==> config.mk <==
export PLATFORM = sky130hd
export DESIGN_NAME = text_content_pattern_classifier_unit
export DESIGN_NICKNAME = d
export VERILOG_FILES = /design/src/hdl/tcpc_pkg.sv /design/src/hdl/tcpc_window.sv /design/src/hdl/tcpc_classify.sv /design/src/hdl/text_content_pattern_classifier_unit.sv
export VERILOG_INCLUDE_DIRS = /design/src /design/src/hdl
export SDC_FILE = /design/constraint.sdc
export NUM_CORES = 1
export LEC_CHECK = 0
export BUFFER_PORTS_ARGS = -buffer_cell sky130_fd_sc_hd__buf_2
export CORE_ASPECT_RATIO = 0.9
export CORE_UTILIZATION = 50
export DETAILED_ROUTE_END_ITERATION = 16
export HOLD_SLACK_MARGIN = 0.03
export PLACE_DENSITY = 0.8
export SLEW_MARGIN = 10
export SYNTH_ARGS = -nofsm -noshare
export SYNTH_HDL_FRONTEND = slang
export SYNTH_SLANG_ARGS = --single-unit
==> constraint.sdc <==
create_clock -name clk -period 3.1 [get_ports clk]
set_input_delay 0 -clock clk [delete_from_list [all_inputs] [get_ports clk]]
set_output_delay 0 -clock clk [all_outputs]
set_load 0.05 [all_outputs]
==> src/hdl/text_content_pattern_classifier_unit_assert.svh <==
// ---------------------------------------------------------------------------
// Assertion macros for the text content pattern classifier.
// Expect signals named clk and rst_n in the scope of use.
// ---------------------------------------------------------------------------
`ifndef TEXT_CONTENT_PATTERN_CLASSIFIER_UNIT_ASSERT_SVH
`define TEXT_CONTENT_PATTERN_CLASSIFIER_UNIT_ASSERT_SVH

// Same-cycle implication.
`define TCPC_ASSERT_NOW(lbl, ante, cons, msg) \
  lbl: assert property (@(posedge clk) disable iff (!rst_n) (ante) |-> (cons)) \
    else $error(msg);

// Next-cycle implication.
`define TCPC_ASSERT_NEXT(lbl, ante, cons, msg) \
  lbl: assert property (@(posedge clk) disable iff (!rst_n) (ante) |=> (cons)) \
    else $error(msg);

`endif

==> src/hdl/tcpc_pkg.sv <==
// ---------------------------------------------------------------------------
// tcpc_pkg
// Shared types, pattern constants and helpers of the text classifier.
// ---------------------------------------------------------------------------
package tcpc_pkg;

  localparam int unsigned HistBytes = 9;
  localparam int unsigned HistW     = 8 * HistBytes;
  localparam int unsigned LenW      = 12;
  localparam int unsigned FlagW     = 7;

  // Flag bit positions
  localparam int unsigned FlagDate  = 0;
  localparam int unsigned FlagTime  = 1;
  localparam int unsigned FlagText  = 2;
  localparam int unsigned FlagCoord = 3;
  localparam int unsigned FlagTemp  = 4;
  localparam int unsigned FlagNum   = 5;
  localparam int unsigned FlagIsbn  = 6;

  // Minimum run length for the text flag
  localparam logic [LenW-1:0] TextMinLen = 12'd8;

  // Masks and patterns over four-byte windows
  localparam logic [31:0] MaskNib4    = 32'hF0F0F0F0;
  localparam logic [31:0] PatNib4     = 32'h30303030;
  localparam logic [31:0] MaskDateA   = 32'hFDF0F0FD;
  localparam logic [31:0] PatDateA    = 32'h2D30302D;
  localparam logic [31:0] MaskDateB   = 32'hF0FDF0FD;
  localparam logic [31:0] PatDateB    = 32'h302D302D;
  localparam logic [31:0] MaskDateC   = 32'hF0F0FDF0;
  localparam logic [31:0] PatDateC    = 32'h30302D30;
  localparam logic [31:0] MaskDateD   = 32'hF0F0F0FD;
  localparam logic [31:0] PatDateD    = 32'h3030302D;
  localparam logic [31:0] MaskDateE   = 32'hF0FDF0F0;
  localparam logic [31:0] PatDateE    = 32'h302D3030;
  localparam logic [31:0] MaskTimeA   = 32'hF0FFF0F0;
  localparam logic [31:0] PatTimeA    = 32'h303A3030;
  localparam logic [31:0] MaskTimeB   = 32'hF0F0FF00;
  localparam logic [31:0] PatTimeB    = 32'h30303A00;
  localparam logic [31:0] MaskTemp    = 32'h00FFFFFA;
  localparam logic [31:0] PatTemp     = 32'h00C2B042;
  localparam logic [31:0] PatIsbn     = 32'h4953424E;
  localparam logic [31:0] MaskHiBit   = 32'h80808080;

  localparam logic [7:0] ChSpace = 8'h20;
  localparam logic [7:0] ChG     = 8'h47;

  // Window held for classification
  typedef struct packed {
    logic [HistW-1:0] hist;  // [7:0] newest byte
    logic [LenW-1:0]  len;
  } tcpc_win_t;

  function automatic logic is_digit(input logic [7:0] v);
    return (v >= 8'h30) && (v <= 8'h39);
  endfunction

endpackage

==> src/hdl/tcpc_window.sv <==
// ---------------------------------------------------------------------------
// tcpc_window
// Input stage: nine-byte shift history plus registered run length.
// ---------------------------------------------------------------------------
module tcpc_window (
  input  logic                  clk,
  input  logic                  rst_n,
  input  logic                  in_valid,
  output logic                  in_ready,
  input  logic [7:0]            in_byte,
  input  logic [tcpc_pkg::LenW-1:0] in_len,
  input  logic                  adv,       // downstream takes the held item
  output logic                  win_valid,
  output tcpc_pkg::tcpc_win_t   win
);
  import tcpc_pkg::*;

  logic             valid_r, valid_nxt;
  logic [HistW-1:0] hist_r, hist_nxt;
  logic [LenW-1:0]  len_r;
  logic             take;

  assign in_ready = !valid_r || adv;
  assign take     = in_valid && in_ready;

  // Shift the new byte in at the low end
  always_comb begin
    hist_nxt  = take ? {hist_r[HistW-9:0], in_byte} : hist_r;
    valid_nxt = take ? 1'b1 : (adv ? 1'b0 : valid_r);
  end

  always_ff @(posedge clk) begin
    if (!rst_n) begin
      valid_r <= 1'b0;
      hist_r  <= '0;
    end else begin
      valid_r <= valid_nxt;
      hist_r  <= hist_nxt;
    end
  end

  // Length is payload only
  always_ff @(posedge clk) begin
    if (take) begin
      len_r <= in_len;
    end
  end

  assign win_valid = valid_r;
  assign win.hist  = hist_r;
  assign win.len   = len_r;

endmodule

==> src/hdl/tcpc_classify.sv <==
// ---------------------------------------------------------------------------
// tcpc_classify
// Masked pattern tests over the nine-byte window, giving seven flags.
// ---------------------------------------------------------------------------
module tcpc_classify (
  input  tcpc_pkg::tcpc_win_t          win,
  output logic [tcpc_pkg::FlagW-1:0]   flags
);
  import tcpc_pkg::*;

  logic [31:0] q4, q8;
  logic [7:0]  b1, b4, b5, b9;
  logic        d1, d2, d3, d4, d5, d6, d7, d8, d9;
  logic        date_f, time_f, text_f, temp_f, isbn_f;

  assign q4 = win.hist[31:0];
  assign q8 = win.hist[63:32];
  assign b1 = win.hist[7:0];
  assign b4 = win.hist[31:24];
  assign b5 = win.hist[39:32];
  assign b9 = win.hist[71:64];

  assign d1 = is_digit(win.hist[7:0]);
  assign d2 = is_digit(win.hist[15:8]);
  assign d3 = is_digit(win.hist[23:16]);
  assign d4 = is_digit(win.hist[31:24]);
  assign d5 = is_digit(win.hist[39:32]);
  assign d6 = is_digit(win.hist[47:40]);
  assign d7 = is_digit(win.hist[55:48]);
  assign d8 = is_digit(win.hist[63:56]);
  assign d9 = is_digit(b9);

  // Date: four-digit tail, else four-digit head
  always_comb begin
    if ((q4 & MaskNib4) == PatNib4) begin
      date_f = d1 && d2 && d3 && d4 &&
               ((((q8 & MaskDateA) == PatDateA) && d9) ||
                ((q8 & MaskDateB) == PatDateB));
    end else begin
      date_f = (((q8 & MaskDateC) == PatDateC) || ((q8 & MaskDateD) == PatDateD)) &&
               d9 && d7 && d8 && ((q4 & MaskDateE) == PatDateE);
    end
  end

  // Time hh:mm with guard on the preceding digits
  assign time_f = ((q4 & MaskTimeA) == PatTimeA) && d5 &&
                  (!d6 || (((q8 & MaskTimeB) == PatTimeB) && !d9));

  // Eight bytes of 7-bit text
  assign text_f = (win.len >= TextMinLen) && ((q8 & MaskHiBit) == 32'h0) &&
                  ((q4 & MaskHiBit) == 32'h0);

  // Degree sign then B, C or F
  assign temp_f = ((q4 & MaskTemp) == PatTemp) && (b1 != ChG) &&
                  (d4 || ((b4 == ChSpace) && d5));

  assign isbn_f = (q4 == PatIsbn) && (b5 == ChSpace);

  always_comb begin
    flags            = '0;
    flags[FlagDate]  = date_f;
    flags[FlagTime]  = time_f;
    flags[FlagText]  = text_f;
    flags[FlagCoord] = 1'b0;  // coordinate walk never completes
    flags[FlagTemp]  = temp_f;
    flags[FlagNum]   = d1;
    flags[FlagIsbn]  = isbn_f;
  end

endmodule

==> src/hdl/text_content_pattern_classifier_unit.sv <==
// ---------------------------------------------------------------------------
// text_content_pattern_classifier_unit
// Byte-stream classifier: seven content flags per byte over a 9-byte window.
// ---------------------------------------------------------------------------
// Usage:
//   in_*  channel: one text byte and the current content run length per item.
//   out_* channel: one flag item per input item, in order.
//   An accepted item loads the window register first and moves on to the
//   result register, which drives out_tvalid, when that register can take it.
//   Throughput: one item per clock when out_tready stays high; the window
//   and result registers form a two-stage pipeline.
//   When the receiver stalls, the result register holds its item and the
//   window stage holds one more; in_tready then drops until out_tready
//   returns. The byte history shifts only on an accepted item.
//   Reset (rst_n low, synchronous) clears the history to zero bytes and
//   empties both stages.
//   Flags: bit0 date, bit1 time, bit2 text, bit3 coordinates (always 0),
//   bit4 temperature, bit5 number, bit6 ISBN.
// ---------------------------------------------------------------------------
module text_content_pattern_classifier_unit (
  input  logic        clk,
  input  logic        rst_n,
  input  logic        in_tvalid,
  output logic        in_tready,
  input  logic [23:0] in_tdata,   // [7:0] data_byte, [19:8] content_length, [23:20] zero
  output logic        out_tvalid,
  input  logic        out_tready,
  output logic [7:0]  out_tdata   // [6:0] content_flags, [7] zero
);
  import tcpc_pkg::*;

  tcpc_win_t         win;
  logic              win_valid;
  logic              s2_ready;
  logic [FlagW-1:0]  flags;
  logic              out_valid_r, out_valid_nxt;
  logic [FlagW-1:0]  out_flags_r;

  assign s2_ready = !out_valid_r || out_tready;

  // Window stage
  tcpc_window u_window (
    .clk       (clk),
    .rst_n     (rst_n),
    .in_valid  (in_tvalid),
    .in_ready  (in_tready),
    .in_byte   (in_tdata[7:0]),
    .in_len    (in_tdata[19:8]),
    .adv       (s2_ready),
    .win_valid (win_valid),
    .win       (win)
  );

  // Pattern logic
  tcpc_classify u_classify (
    .win   (win),
    .flags (flags)
  );

  // Result register
  assign out_valid_nxt = s2_ready ? win_valid : out_valid_r;

  always_ff @(posedge clk) begin
    if (!rst_n) begin
      out_valid_r <= 1'b0;
    end else begin
      out_valid_r <= out_valid_nxt;
    end
  end

  always_ff @(posedge clk) begin
    if (s2_ready && win_valid) begin
      out_flags_r <= flags;
    end
  end

  assign out_tvalid = out_valid_r;
  assign out_tdata  = {1'b0, out_flags_r};

  // Checks
  `include "text_content_pattern_classifier_unit_assert.svh"

  `TCPC_ASSERT_NEXT(a_hist_hold, win_valid && !s2_ready, $stable(win.hist),
    "history moved while stalled")
  `TCPC_ASSERT_NEXT(a_accept_fills, in_tvalid && in_tready, win_valid, "accepted item not held")
  `TCPC_ASSERT_NEXT(a_num_flag, win_valid && s2_ready,
    out_tdata[FlagNum] == is_digit($past(win.hist[7:0])), "number flag wrong")
  `TCPC_ASSERT_NOW(a_coord_zero, out_tvalid,
    out_tdata[FlagCoord] == 1'b0 && out_tdata[7] == 1'b0, "reserved flag set")

endmodule

Yosys cells after proc, flatten, opt, wreduce, memory -nomap -nowiden

Cells that the tools add are included.

Bits in registers: 92
Bits in latches: 0
Memory bits (writable): 0
ROM bits: 0
Word-level logic and storage cells: 82
Memories: 0

Add/subtract/negate cells: 0
Multipliers: 0
Div/mod/pow operators: 0
$lt $le $gt $ge: 19
Equal/unequal tests: 13
Shift operators: 0
Mux-type cells: 3
Bitwise operators: 0
Reductions and logical operators: 42

Operators by type and width:

| cell                                                                     | count |
|---|---|
| 8-bit by 6-bit >= comparator with 1-bit output (second input constant)   | 9 |
| 8-bit by 6-bit <= comparator with 1-bit output (second input constant)   | 9 |
| 32-bit zero test                                                         | 2 |
| 19-bit by 17-bit equality test with 1-bit output (second input constant) | 3 |
| 22-bit by 20-bit equality test with 1-bit output (second input constant) | 2 |
| 16-bit by 14-bit equality test with 1-bit output (second input constant) | 2 |
| 32-bit by 31-bit equality test with 1-bit output (second input constant) | 1 |
| 1-bit logical AND                                                        | 29 |
| 22-bit equality test (second input constant)                             | 1 |
| 20-bit by 18-bit equality test with 1-bit output (second input constant) | 1 |
| 8-bit by 6-bit equality test with 1-bit output (second input constant)   | 2 |
| 12-bit by 4-bit >= comparator with 1-bit output (second input constant)  | 1 |
| 8-bit by 7-bit != test with 1-bit output (second input constant)         | 1 |
| 1-bit logical OR                                                         | 6 |
| 1-bit zero test                                                          | 4 |
| 1-bit 2-to-1 mux                                                         | 3 |
| 2-bit nonzero test                                                       | 1 |

Depth between registers and ports, before layout

Gate-level depths: netlist of run 1.

Depth after elaboration: 7
Depth in mapped cells: 7
Gate-level depth less buffers: 6

Hierarchy

Synthesis of run 1 repeated with hierarchy kept, for this count alone.

Cells, all modules: 359
Area total of the unflattened synthesis: 3843.7 µm²

By module, submodules not included:

| module                               | times used | cells each | area each (µm²) |
|---|---|---|---|
| tcpc_window                          | 1          | 260        | 2991.6 |
| tcpc_classify                        | 1          | 85         | 573.0 |
| text_content_pattern_classifier_unit | 1          | 14         | 279.0 |

Least setup slack after synthesis of run 1

No wires, ideal clock.

Path kind: register to register
Start point: register out_valid_r, in the netlist out_tvalid
End point: register u_window.len_r[10] (enable)
Data arrival time: 1.809 ns
Data required time: 2.827 ns
Slack: 1.019 ns
Stages on the path, launching flop included: 6
Period minus slack after synthesis: 2.081 ns
Cells stage by stage: dfxtp_1 nor2b_1 nand2_1 nand2_2 inv_2 buf_2

Word-level cells in the longest chain between the ends: 4

Ends and longest elaborated chain:

| what                    | line                                       | source |
|---|---|---|
| start, declared         | text_content_pattern_classifier_unit.sv:36 | `logic out_valid_r, out_valid_nxt;` |
| start signal, assigned  | text_content_pattern_classifier_unit.sv:67 | `out_valid_r <= out_valid_nxt;` |
| 1-bit zero test         | text_content_pattern_classifier_unit.sv:39 | `assign s2_ready = !out_valid_r \|\| out_tready;` |
| 1-bit logical OR        | text_content_pattern_classifier_unit.sv:39 |  |
| 1-bit logical OR        | tcpc_window.sv:23                          | `assign in_ready = !valid_r \|\| adv;` |
| named net in_tready     | text_content_pattern_classifier_unit.sv:24 | `output logic in_tready,` |
| 1-bit logical AND       | tcpc_window.sv:24                          | `assign take = in_valid && in_ready;` |
| named net u_window.take | tcpc_window.sv:21                          | `logic take;` |
| end signal, assigned    | tcpc_window.sv:45                          | `len_r <= in_len;` |
| end, declared           | tcpc_window.sv:20                          | `logic [LenW-1:0] len_r;` |

The timed path passes the listed nets, and every way through them passes these cells.
A chain may end at the register's enable or synchronous reset.

Worst setup path in the final report of run 1

Start point: register out_valid_r, in the netlist out_tvalid
End point: register u_window.hist_r[20]

Word-level cells in the longest chain between the ends: 4

Ends and longest elaborated chain:

| what                 | line                                       | source |
|---|---|---|
| 1-bit zero test      | text_content_pattern_classifier_unit.sv:39 |  |
| 1-bit logical OR     | text_content_pattern_classifier_unit.sv:39 |  |
| 1-bit logical OR     | tcpc_window.sv:23                          |  |
| 1-bit logical AND    | tcpc_window.sv:24                          |  |
| end signal, assigned | tcpc_window.sv:38                          | `hist_r <= hist_nxt;` |
| end, declared        | tcpc_window.sv:19                          | `logic [HistW-1:0] hist_r, hist_nxt;` |

Every way passes these cells.

==> results of run 1 <==
[where the power goes]
part / internal (W) / leakage, nW / switching (W)
sequential: 0.00118 / 0.732 / 0.0000195
combinational: 0.0000560 / 0.563 / 0.0000891
clock: 0.000316 / 0.0873 / 0.000395
total: 0.00156 / 1.38 / 0.000503
[cell type report]
cell class                 count  area share [%]
multi-input combinational    296            38.7
sequential                    88            45.6
inverter                       1          0.0896
clock buffer                  12            3.46
timing repair buffer          51            8.66
clock inverter                 4           0.657
tap                           93            2.78
[logic make-up (layout without fill, tap and decap cells)]
kind of cell           count (synthesis)  after routing  share of synthesized area, %
buffers and inverters                 25             68                          3.26
DFF                                   88             88                          52.4
and+or+nand+nor                      206            206                          26.6
AOI/OAI and AO/OA                     88             88                          17.7
other                                  1              2                         0.103
[synth_stat cells (all sizes together)]
| cell | n |
|---|---|
| and3 | 2 |
| o2bb2ai | 1 |
| nand4b | 4 |
| o2111a | 1 |
| o22ai | 1 |
| and4b | 2 |
| edfxtp | 15 |
| nand2 | 147 |
| a21oi | 1 |
| nand3 | 6 |
| inv | 1 |
| or4b | 1 |
| and2 | 1 |
| o21a | 1 |
| nor2 | 5 |
| nor3 | 5 |
| and4 | 1 |
| a21boi | 71 |
| buf | 16 |
| nand2b | 1 |
| clkbuf | 8 |
| a31oi | 3 |
| nor4bb | 1 |
| and4bb | 1 |
| nor4b | 6 |
| conb | 1 |
| nand4 | 8 |
| o21ai | 7 |
| nor4 | 5 |
| nor2b | 3 |
| dfxtp | 73 |
| nand3b | 1 |
| nor3b | 5 |
| o2111ai | 1 |
| or3 | 1 |
| a311o | 1 |
[path summary, 6_finish.rpt]
| kind | start | endpoint | slack, ns |
|---|---|---|---|
| hold / removal | in_tdata[14] | u_window.len_r[6] | 0.34 |
| hold reg to reg | u_window.hist_r[48] | u_window.hist_r[56] | 0.46 |
| setup / recovery | out_tvalid | u_window.hist_r[20] | 1.15 |
| setup reg to reg | out_tvalid | u_window.hist_r[20] | 1.15 |
[per-stage QoR]
stage / cell area (sq um) / total power [W]
global placement: 3820 / 0.00135
CTS: 4190 / 0.00207
detailed placement: 3820 / 0.00135
finish: 4190 / 0.00206
global route: 4190 / 0.00214
floorplan: 3650 / 0.00132
[layout by cell type, fill, tap and decap left out, types with 6 or more instances in the layout]
| master | instances |
|---|---|
| clkbuf_8 | 10 |
| a21boi_1 | 12 |
| o21ai_0 | 7 |
| nand4_1 | 8 |
| nand2_1 | 146 |
| buf_2 | 28 |
| dlygate4sd3_1 | 20 |
| dfxtp_1 | 73 |
| nand3_1 | 6 |
| a21boi_0 | 59 |
| edfxtp_1 | 15 |
[critical path, delay by kind of cell (launching register included)]
family	cells	cell delay, ns
buffers and inverters	2	0.89
AND/OR/NAND/NOR	4	0.43
flip-flops	1	0.32
AO/OA/AOI/OAI	1	0.21
[registers in the layout (all words and copies together) (netlist names)]
| register | flops |
|---|---|
| u_window.hist_r | 71 |
| u_window.len_r | 9 |
| out_flags_r | 6 |
| out_tvalid | 1 |
| u_window.win_valid | 1 |
[metal layers]
layer / track usage (%) / wire, um / vias to the layer above
met2: 34.7 / 3720 / 100
met3: 6.78 / 543 / 19
li1: - / - / 1481
met1: 30.4 / 3610 / 1380
met4: 6.39 / 121 / 0
met5: 0 / 0 / -
[repair_timing]
item / CTS / global route
hold buffers: 20 / 0
setup buffers: 0 / 0
endpoints found under the hold margin: 19 / 0
==> impl_metrics.env, run 1 <==
export IMPL_status="completed"
export IMPL_register_area_sq_um=1910
export IMPL_critPathMaxFanout=43
export IMPL_setup_tns_ns=0
export IMPL_required_ns=3.37
export IMPL_ir_drop_mv=0.355
export IMPL_postSynthAreaPerCell_sq_um=8.94
export IMPL_worst_setup_path_end_kind="flop"
export IMPL_clock_latency_ns=0.36
export IMPL_ys_types=42
export IMPL_core_region_area_sq_um=7040
export IMPL_synth_area_top_cells="dfxtp_1 (40%), nand2_1 (15%), edfxtp_1 (12%), a21boi_0 (12%), a21boi_1 (2.5%)"
export IMPL_num_antenna_cells=0
export IMPL_r2r_cells=7
export IMPL_gp_congestion=0.932
export IMPL_p_per_area_nw_per_um2=492
export IMPL_synth_area_sq_um=3650
export IMPL_cts_tree="built"
export IMPL_cts_repair_resized=0
export IMPL_drt_pass1_iter_count=5
export IMPL_p_leak_nw=1.38
export IMPL_setup_slack_ns=1.15
export IMPL_cts_buffer_depth=2
export IMPL_grt_usage_pct=22.4
export IMPL_timing_fmax_mhz=513
export IMPL_ant_nets=0
export IMPL_grt_overflow=0
export IMPL_grt_first_pass_wirelength_um=13500
export IMPL_wl_per_cell_um=14.7
export IMPL_io_buffers=28
export IMPL_die_height_um=83.0
export IMPL_synth_top_area_cell="dfxtp_1"
export IMPL_grt_pass1_vias=2786
export IMPL_start_util_pct=51.8
export IMPL_rows=29
export IMPL_synth_seq_cells=88
export IMPL_area_growth_pct=14.8
export IMPL_hold_viol_final=0
export IMPL_yosysWarnings=0
export IMPL_drc_errors=0
export IMPL_drtIter0Drc=196
export IMPL_fin_skew_ns=0.0157
export IMPL_path_cells="nor2b_1 -> nand2_1 -> nand2_2 -> inv_2 -> buf_4 -> nand2_1 -> a21boi_0"
export IMPL_slew_headroom_pct=31.6
export IMPL_yosysSeqAreaShare_pct=52.4
export IMPL_cp_arrival_ns=2.22
export IMPL_period_needed_ns=1.95
export IMPL_die_area_sq_um=7640
export IMPL_hold_path_depth=2
export IMPL_cp_start_kind="flop"
export IMPL_synth_top_area_share_pct=40.1
export IMPL_cpMaxStageDelayCell="inv_2"
export IMPL_fill_cells=609
export IMPL_worstMarginPinSlew_ns=1.03
export IMPL_io_pins=38
export IMPL_root_buffer="clkbuf_8"
export IMPL_antenna_found_initial=0
export IMPL_fin_nets=475
export IMPL_synthCells=408
export IMPL_dpl_hpwl_um=4970
export IMPL_drive_gt1_share_pct=11.3
export IMPL_clk_pin_slew_ns=0.09
export IMPL_holdCritPathClass="in -> reg"
export IMPL_place_inst=509
export IMPL_multi_input_area_sq_um=1620
export IMPL_final_util_pct=59.5
export IMPL_cts_max_level=3
export IMPL_post_place_ws_ns=1.21
export IMPL_cts_buffers=9
export IMPL_crit_top_cell="nand2_1"
export IMPL_grt_max_degree=74
export IMPL_maxCapViolations=0
export IMPL_drv_slew=0
export IMPL_post_route_period_util_pct=62.9
export IMPL_slowest_delay_ns=0.53
export IMPL_clkSinkCount=88
export IMPL_setup_violations=0
export IMPL_hold_slack_ns=0.339
export IMPL_viasPerCell=5.47
export IMPL_rsz0062_at_grt="no"
export IMPL_vias=2980
export IMPL_critPathKind="reg -> reg"
export IMPL_drt_total_wl_um=7990
export IMPL_stdcell_count=545
export IMPL_fp_dieW_um=92.0
No activity file was read; power rests on OpenSTA's default activity.
==> inputs of run 2 (changes only) <==
ABC_AREA = 1   (was default)
PLACE_DENSITY = 0.83   (was 0.8)
clock period = 1.6 ns   (was 3.1 ns; I/O delays follow)
==> run 2 against run 1 <==
  * Flip-flop and latch count unchanged
  * Fmax increased by 36%
  * Final cell count increased by 10%
  * Sequential power increased by 110%
  * Hold slack got worse by 0.29 ns
  * Count of clock-buffer cells in the layout decreased by 3
  * Core utilization increased by 0.52 points
  * Synthesized cell count increased by 14%
  * Register-to-register slack got worse by 0.98 ns
==> impl_metrics.env, run 2 <==
export IMPL_synth_xor_area_share_pct=0
export IMPL_yosysSeqAreaShare_pct=52.6
export IMPL_crit_top_cell="nand2_1"
export IMPL_area_growth_pct=16.3
export IMPL_path_cells="nand2_1 -> inv_1 -> nand2_1 -> nor3_2 -> nand2_1 -> inv_1 -> nor2_1 -> nand2_1 -> nand2_1"
export IMPL_worst_path_stages=9
export IMPL_synthCells=466
export IMPL_ir_drop_mv=0.568
export IMPL_ant_nets=0
export IMPL_largest_register_ffs=71
export IMPL_antenna_found_initial=0
export IMPL_hp_start="in_tvalid"
export IMPL_num_antenna_cells=0
export IMPL_start_util_pct=51.6
export IMPL_critPathKind="reg -> reg"
export IMPL_die_area_sq_um=7610
export IMPL_clkSinkCount=88
export IMPL_cts_tree="built"
export IMPL_ys_types=28
export IMPL_drv_slew=0
export IMPL_wl_per_cell_um=13.2
export IMPL_cp_endpoint="out_flags_r[0]"
export IMPL_synth_simple_area_share_pct=22.2
export IMPL_slowest_delay_ns=0.38
export IMPL_grt_pass1_vias=2769
export IMPL_drt_pass1_iter_count=4
export IMPL_required_ns=1.72
export IMPL_postSynthAreaPerCell_sq_um=7.80
export IMPL_rrSetupSlack_ns=0.17
export IMPL_grt_usage_pct=21.9
export IMPL_synth_area_top_cells="dfxtp_1 (40%), edfxtp_1 (12%), nor2_1 (11%), o21ai_0 (10%), a21oi_1 (6.5%)"
export IMPL_synth_top_area_cell="dfxtp_1"
export IMPL_synth_compound_area_share_pct=17.4
export IMPL_fp_dieW_um=91.9
export IMPL_multi_input_area_sq_um=1460
export IMPL_rsz0062_at_grt="no"
export IMPL_cp_arrival_ns=1.55
export IMPL_final_cell_mix="nor2_1 (102), o21ai_0 (74), dfxtp_1 (72)"
export IMPL_hold_viol_final=0
export IMPL_cts_buffer_depth=2
export IMPL_drive_gt1_share_pct=10.8
export IMPL_cts_buffers=9
export IMPL_clock_latency_ns=0.37
export IMPL_ys_flop_type="dfxtp_1"
export IMPL_p_leak_nw=1.69
export IMPL_reg_largest_list="u_window.hist_r (71), u_window.len_r (9), out_flags_r (6)"
export IMPL_layout_commonest_cell="nor2_1"
export IMPL_post_place_ws_ns=0.172
export IMPL_cpMaxStageDelayCell="dfxtp_1"
export IMPL_largest_register="u_window.hist_r"
export IMPL_grt_max_degree=62
export IMPL_seqPwrFrac_pct=53.7
export IMPL_timing_fmax_mhz=699
export IMPL_gp_congestion=0.901
export IMPL_rows=29
export IMPL_register_area_sq_um=1910
export IMPL_p_per_area_nw_per_um2=1110
export IMPL_cts_max_level=3
export IMPL_setup_violations=0
export IMPL_core_region_area_sq_um=7040
export IMPL_worst_setup_path_end_kind="flop"
export IMPL_synth_area_sq_um=3630
export IMPL_synth_most_common_cell="nor2_1"
export IMPL_grt_first_pass_wirelength_um=12900
export IMPL_vias=3165
export IMPL_place_area_sq_um=3820
export IMPL_synth_edf_count=15
export IMPL_r2r_cells=9
export IMPL_drc_errors=0
export IMPL_intPower_w=0.00346
export IMPL_drtIter0Drc=222
export IMPL_fin_skew_ns=0.00699
export IMPL_synth_common_cells="nor2_1 (103), o21ai_0 (74), dfxtp_1 (73), a21oi_1 (47), nand2_1 (47)"
export IMPL_holdCritPathClass="in -> reg"
export IMPL_maxCapViolations=0
export IMPL_power_frac_comb_pct=10.4
export IMPL_cp_top_family="simple AND/OR/NAND/NOR gates"
export IMPL_crit_buf_inv=2
export IMPL_cp_start_kind="flop"
export IMPL_yosysWarnings=0
export IMPL_synth_top_family_by_area="simple AND/OR/NAND/NOR gates"
export IMPL_p_clk_share_pct=35.9
export IMPL_synth_adder_area_share_pct=0
export IMPL_synth_top_area_share_pct=40.2
export IMPL_critPathMaxFanout=4
export IMPL_yosys_mux_area_fraction_pct=0
export IMPL_post_route_period_util_pct=89.4
export IMPL_async_flop_share_pct=0
export IMPL_drt_total_wl_um=7920
export IMPL_setup_tns_ns=0
export IMPL_clk_pin_slew_ns=0.09
export IMPL_status="completed"
export IMPL_rr_startpoint="u_window.hist_r[13]"
export IMPL_setup_slack_ns=0.170
export IMPL_postCtsSetupBuffers=0
export IMPL_root_buffer="clkbuf_8"
export IMPL_dpl_hpwl_um=5370
export IMPL_finalInstanceArea_sq_um=4230
export IMPL_die_height_um=82.9
export IMPL_swShare_pct=26.1
export IMPL_io_pins=38
export IMPL_fill_cells=650
export IMPL_synth_seq_cells=88
export IMPL_crit_start="u_window.hist_r[13]"
export IMPL_grt_overflow=0
export IMPL_r2r_end="out_flags_r[0]"
export IMPL_io_buffers=28
export IMPL_viasPerCell=5.26
export IMPL_fin_nets=532
export IMPL_period_needed_ns=1.43
export IMPL_switchingPower_w=0.00122
==> run 2: cell count changes after synthesis, sizes merged, moves of 7 or more <==
cell,previous run,this run
nand3,6,13
nor2,5,103
o21ai,7,75
inv,1,37
a21oi,1,47
nand2,147,48
a21boi,71,0
==> run 2: cells by family after synthesis <==
logic type      after synthesis
simple gates                190
compound gates              125
flops                        88
buf+inv                      62
other cells                   1
==> run 2: cell type report <==
| cell class | instances | area share (%) |
|---|---|---|
| Clock inverter | 7 | 2.25 |
| Clock buffer | 9 | 2.93 |
| Tap cell | 93 | 2.75 |
| Inverter | 37 | 3.29 |
| Timing Repair Buffer | 51 | 9.06 |
| Multi-Input combinational cell | 317 | 34.4 |
| Sequential cell | 88 | 45.3 |
==> run 2: routing by layer <==
| metal | up-vias | part of all wire, % | GRT usage [%] |
|---|---|---|---|
| met5 | - | 0 | 0 |
| met4 | 0 | 1.3 | 5.97 |
| met3 | 11 | 5.1 | 8.24 |
| met2 | 92 | 46 | 33.7 |
| met1 | 1444 | 47 | 28.8 |
| li1 | 1618 | - | - |
==> run 2: worst reg2reg max path: stages, from the launching register on <==
cell and delay [ns]:
dfxtp_1 0.38, nand2_1 0.11, inv_1 0.06, nand2_1 0.07, nor3_2 0.20, nand2_1 0.13
inv_1 0.07, nor2_1 0.04, nand2_1 0.05, nand2_1 0.07
==> run 2: how the worst min path moves through the flow <==
stage | endpoint | slack [ns] | depth (start not counted)
2_1_floorplan | u_window.len_r[10] | 0.1 | 0
3_3_place_gp | u_window.len_r[9] | 0.18 | 1
3_5_place_dp | u_window.len_r[6] | 0.18 | 1
4_1_cts | u_window.len_r[6] | 0.05 | 3
5_1_grt | u_window.len_r[4] | 0.05 | 3
6_report | u_window.len_r[6] | 0.05 | 3
==> run 2: power by group through the flow <==
| stage | logic (W) | clock network (W) | registers (W) |
|---|---|---|---|
| 6_report | 0.000486 | 0.00168 | 0.00251 |
| 5_1_grt | 0.000551 | 0.00181 | 0.00253 |
| 4_1_cts | 0.000484 | 0.00171 | 0.00251 |
| 3_5_place_dp | 0.000448 | 0 | 0.00256 |
| 3_3_place_gp | 0.000434 | 0 | 0.00255 |
| 2_1_floorplan | 0.000330 | 0 | 0.00255 |
==> run 2: through the flow <==
step	std cells	hold WS (ns)	power [W]	utilization (%)
4_1_cts	602	0.0504	0.00470	60.0
6_report	602	0.0528	0.00468	60.0
5_1_grt	602	0.0464	0.00489	60.0
3_3_place_gp	568	0.178	0.00298	54.3
2_1_floorplan	467	0.0989	0.00288	-
3_5_place_dp	568	0.179	0.00301	54.3
==> run 2: repair_timing <==
item                                    in CTS  in global routing
hold buffers                                18                  0
endpoints found under the hold margin       19                  0
endpoints found under the setup margin       0                  1
resized for setup                            0                  1
==> inputs of run 3 (changes only) <==
RECOVER_POWER = 25   (was default)
REMOVE_ABC_BUFFERS = 1   (was default)
==> run 3 against run 2 <==
  * Global-route usage down 0.51 points
  * Worst setup slack improved by 0.021 ns
  * Largest power group unchanged
  * Fmax rose by 1.5%
  * Flip-flop and latch count did not move
  * Core utilization is 0.80 points lower
==> impl_metrics.env, run 3 (same netlist as run 2, synthesis figures left out) <==
export IMPL_cpMaxStageDelayCell="dfxtp_1"
export IMPL_setup_violations=0
export IMPL_register_area_sq_um=1910
export IMPL_io_pins=38
export IMPL_status="completed"
export IMPL_gp_congestion=0.922
export IMPL_cts_tree="built"
export IMPL_area_growth_pct=14.7
export IMPL_fill_cells=648
export IMPL_multi_input_area_sq_um=1450
export IMPL_reg_largest_list="u_window.hist_r (71), u_window.len_r (9), out_flags_r (6)"
export IMPL_wl_per_cell_um=12.5
export IMPL_rows=29
export IMPL_p_leak_nw=1.64
export IMPL_drtIter0Drc=198
export IMPL_postCtsHoldBufs=19
export IMPL_drv_slew=0
export IMPL_final_util_pct=59.2
export IMPL_required_ns=1.73
export IMPL_antenna_found_initial=0
export IMPL_core_region_area_sq_um=7040
export IMPL_slowest_delay_ns=0.35
export IMPL_cp_arrival_ns=1.54
export IMPL_fp_dieW_um=91.9
export IMPL_root_buffer="clkbuf_8"
export IMPL_r2r_end="out_flags_r[0]"
export IMPL_dpl_hpwl_um=4970
export IMPL_grt_pass1_vias=2846
export IMPL_setup_tns_ns=0
export IMPL_cts_buffers=9
export IMPL_finalInstanceArea_sq_um=4170
export IMPL_cts_buffer_depth=2
export IMPL_maxCapViolations=0
export IMPL_hold_path_depth=4
export IMPL_drt_pass1_iter_count=5
export IMPL_drc_errors=0
export IMPL_drt_total_wl_um=7540
export IMPL_holdPathEnd="u_window.hist_r[60]"
export IMPL_layout_commonest_cell="nor2_1"
export IMPL_worstMarginPinSlew_ns=0.608
export IMPL_viasPerCell=5.20
export IMPL_r2r_cells=8
export IMPL_die_area_sq_um=7610
export IMPL_holdCritPathClass="in -> reg"
export IMPL_ir_drop_mv=0.549
export IMPL_hp_start="rst_n"
export IMPL_start_util_pct=51.6
export IMPL_period_needed_ns=1.41
export IMPL_rrSetupSlack_ns=0.19
export IMPL_fin_nets=532
export IMPL_grt_overflow=0
export IMPL_grt_first_pass_wirelength_um=12800
export IMPL_crit_top_cell="nand2_1"
export IMPL_vias=3133
export IMPL_critPathMaxFanout=5
export IMPL_setup_slack_ns=0.192
export IMPL_rsz0062_at_grt="no"
export IMPL_slew_headroom_pct=59.6
export IMPL_final_cell_mix="nor2_1 (103), o21ai_0 (74), dfxtp_1 (73)"
export IMPL_place_area_sq_um=3820
export IMPL_num_antenna_cells=0
export IMPL_io_buffers=28
export IMPL_postCtsSetupBuffers=0
export IMPL_grt_max_degree=77
export IMPL_die_height_um=82.9
export IMPL_post_place_ws_ns=0.224
export IMPL_worst_setup_path_end_kind="flop"
export IMPL_p_per_area_nw_per_um2=1040
export IMPL_clkSinkCount=88
export IMPL_path_cells="nor2_1 -> nand2_1 -> nor3_2 -> nand2_1 -> inv_1 -> nor2_1 -> nand2_1 -> nand2_1"
export IMPL_timing_fmax_mhz=710
export IMPL_rr_startpoint="u_window.hist_r[14]"
export IMPL_ant_nets=0
export IMPL_fin_skew_ns=0.00519
export IMPL_cts_repair_resized=0
export IMPL_hold_viol_final=0
export IMPL_largest_register="u_window.hist_r"
export IMPL_critPathKind="reg -> reg"
export IMPL_cts_max_level=3
export IMPL_cp_start_kind="flop"
export IMPL_grt_usage_pct=21.4
export IMPL_drive_gt1_share_pct=8.06
export IMPL_post_route_period_util_pct=88.0
export IMPL_largest_register_ffs=71
export IMPL_clk_pin_slew_ns=0.08
export IMPL_clock_latency_ns=0.36
run 3: cell type report:
cell class	count	area share (%)
inverters	37	3.33
repair buffers	51	9.21
flip-flops and latches	88	45.9
well taps	93	2.79
clock inverters	5	0.510
multi-input cells	317	34.7
clock buffers	11	3.63
run 3: where the power goes:
part / switching, W / internal [W]
clock: 0.000738 / 0.000628
combinational: 0.000299 / 0.000180
sequential: 0.000107 / 0.00240
run 3: worst max path at each step:
stage | startpoint | to | slack (ns) | depth (start not counted)
after global placement | u_window.hist_r[33] | out_flags_r[6] | 0.26 | 6
final | u_window.hist_r[14] | out_flags_r[0] | 0.19 | 8
after CTS | u_window.hist_r[13] | out_flags_r[0] | 0.22 | 9
after detailed placement | u_window.hist_r[14] | out_flags_r[0] | 0.22 | 8
after global routing | u_window.hist_r[14] | out_flags_r[0] | 0.03 | 10
after floorplan | out_tvalid | u_window.hist_r[14] | -0.89 | 5
run 3: metal layers:
layer	up-vias	part of all wire, %	GRT usage, %
met5	-	0	0
met4	0	1.8	8.66
met3	12	5.4	6.59
met2	69	49	34.9
met1	1429	44	26.2
li1	1623	-	-
run 3: critical path, delay by kind of cell, from the launching register on:
family	cells	cell delay (ns)
and+or+nand+nor	7	0.77
DFF	1	0.35
buffers and inverters	1	0.07
run 3: stage by stage:
stage | power [W] | hold WS (ns) | std cells
after floorplan | 0.00283 | 0.0989 | 442
after global placement | 0.00297 | 0.177 | 567
after detailed placement | 0.00300 | 0.178 | 567
after CTS | 0.00438 | 0.109 | 602
after global routing | 0.00455 | 0.131 | 602
final | 0.00435 | 0.111 | 602
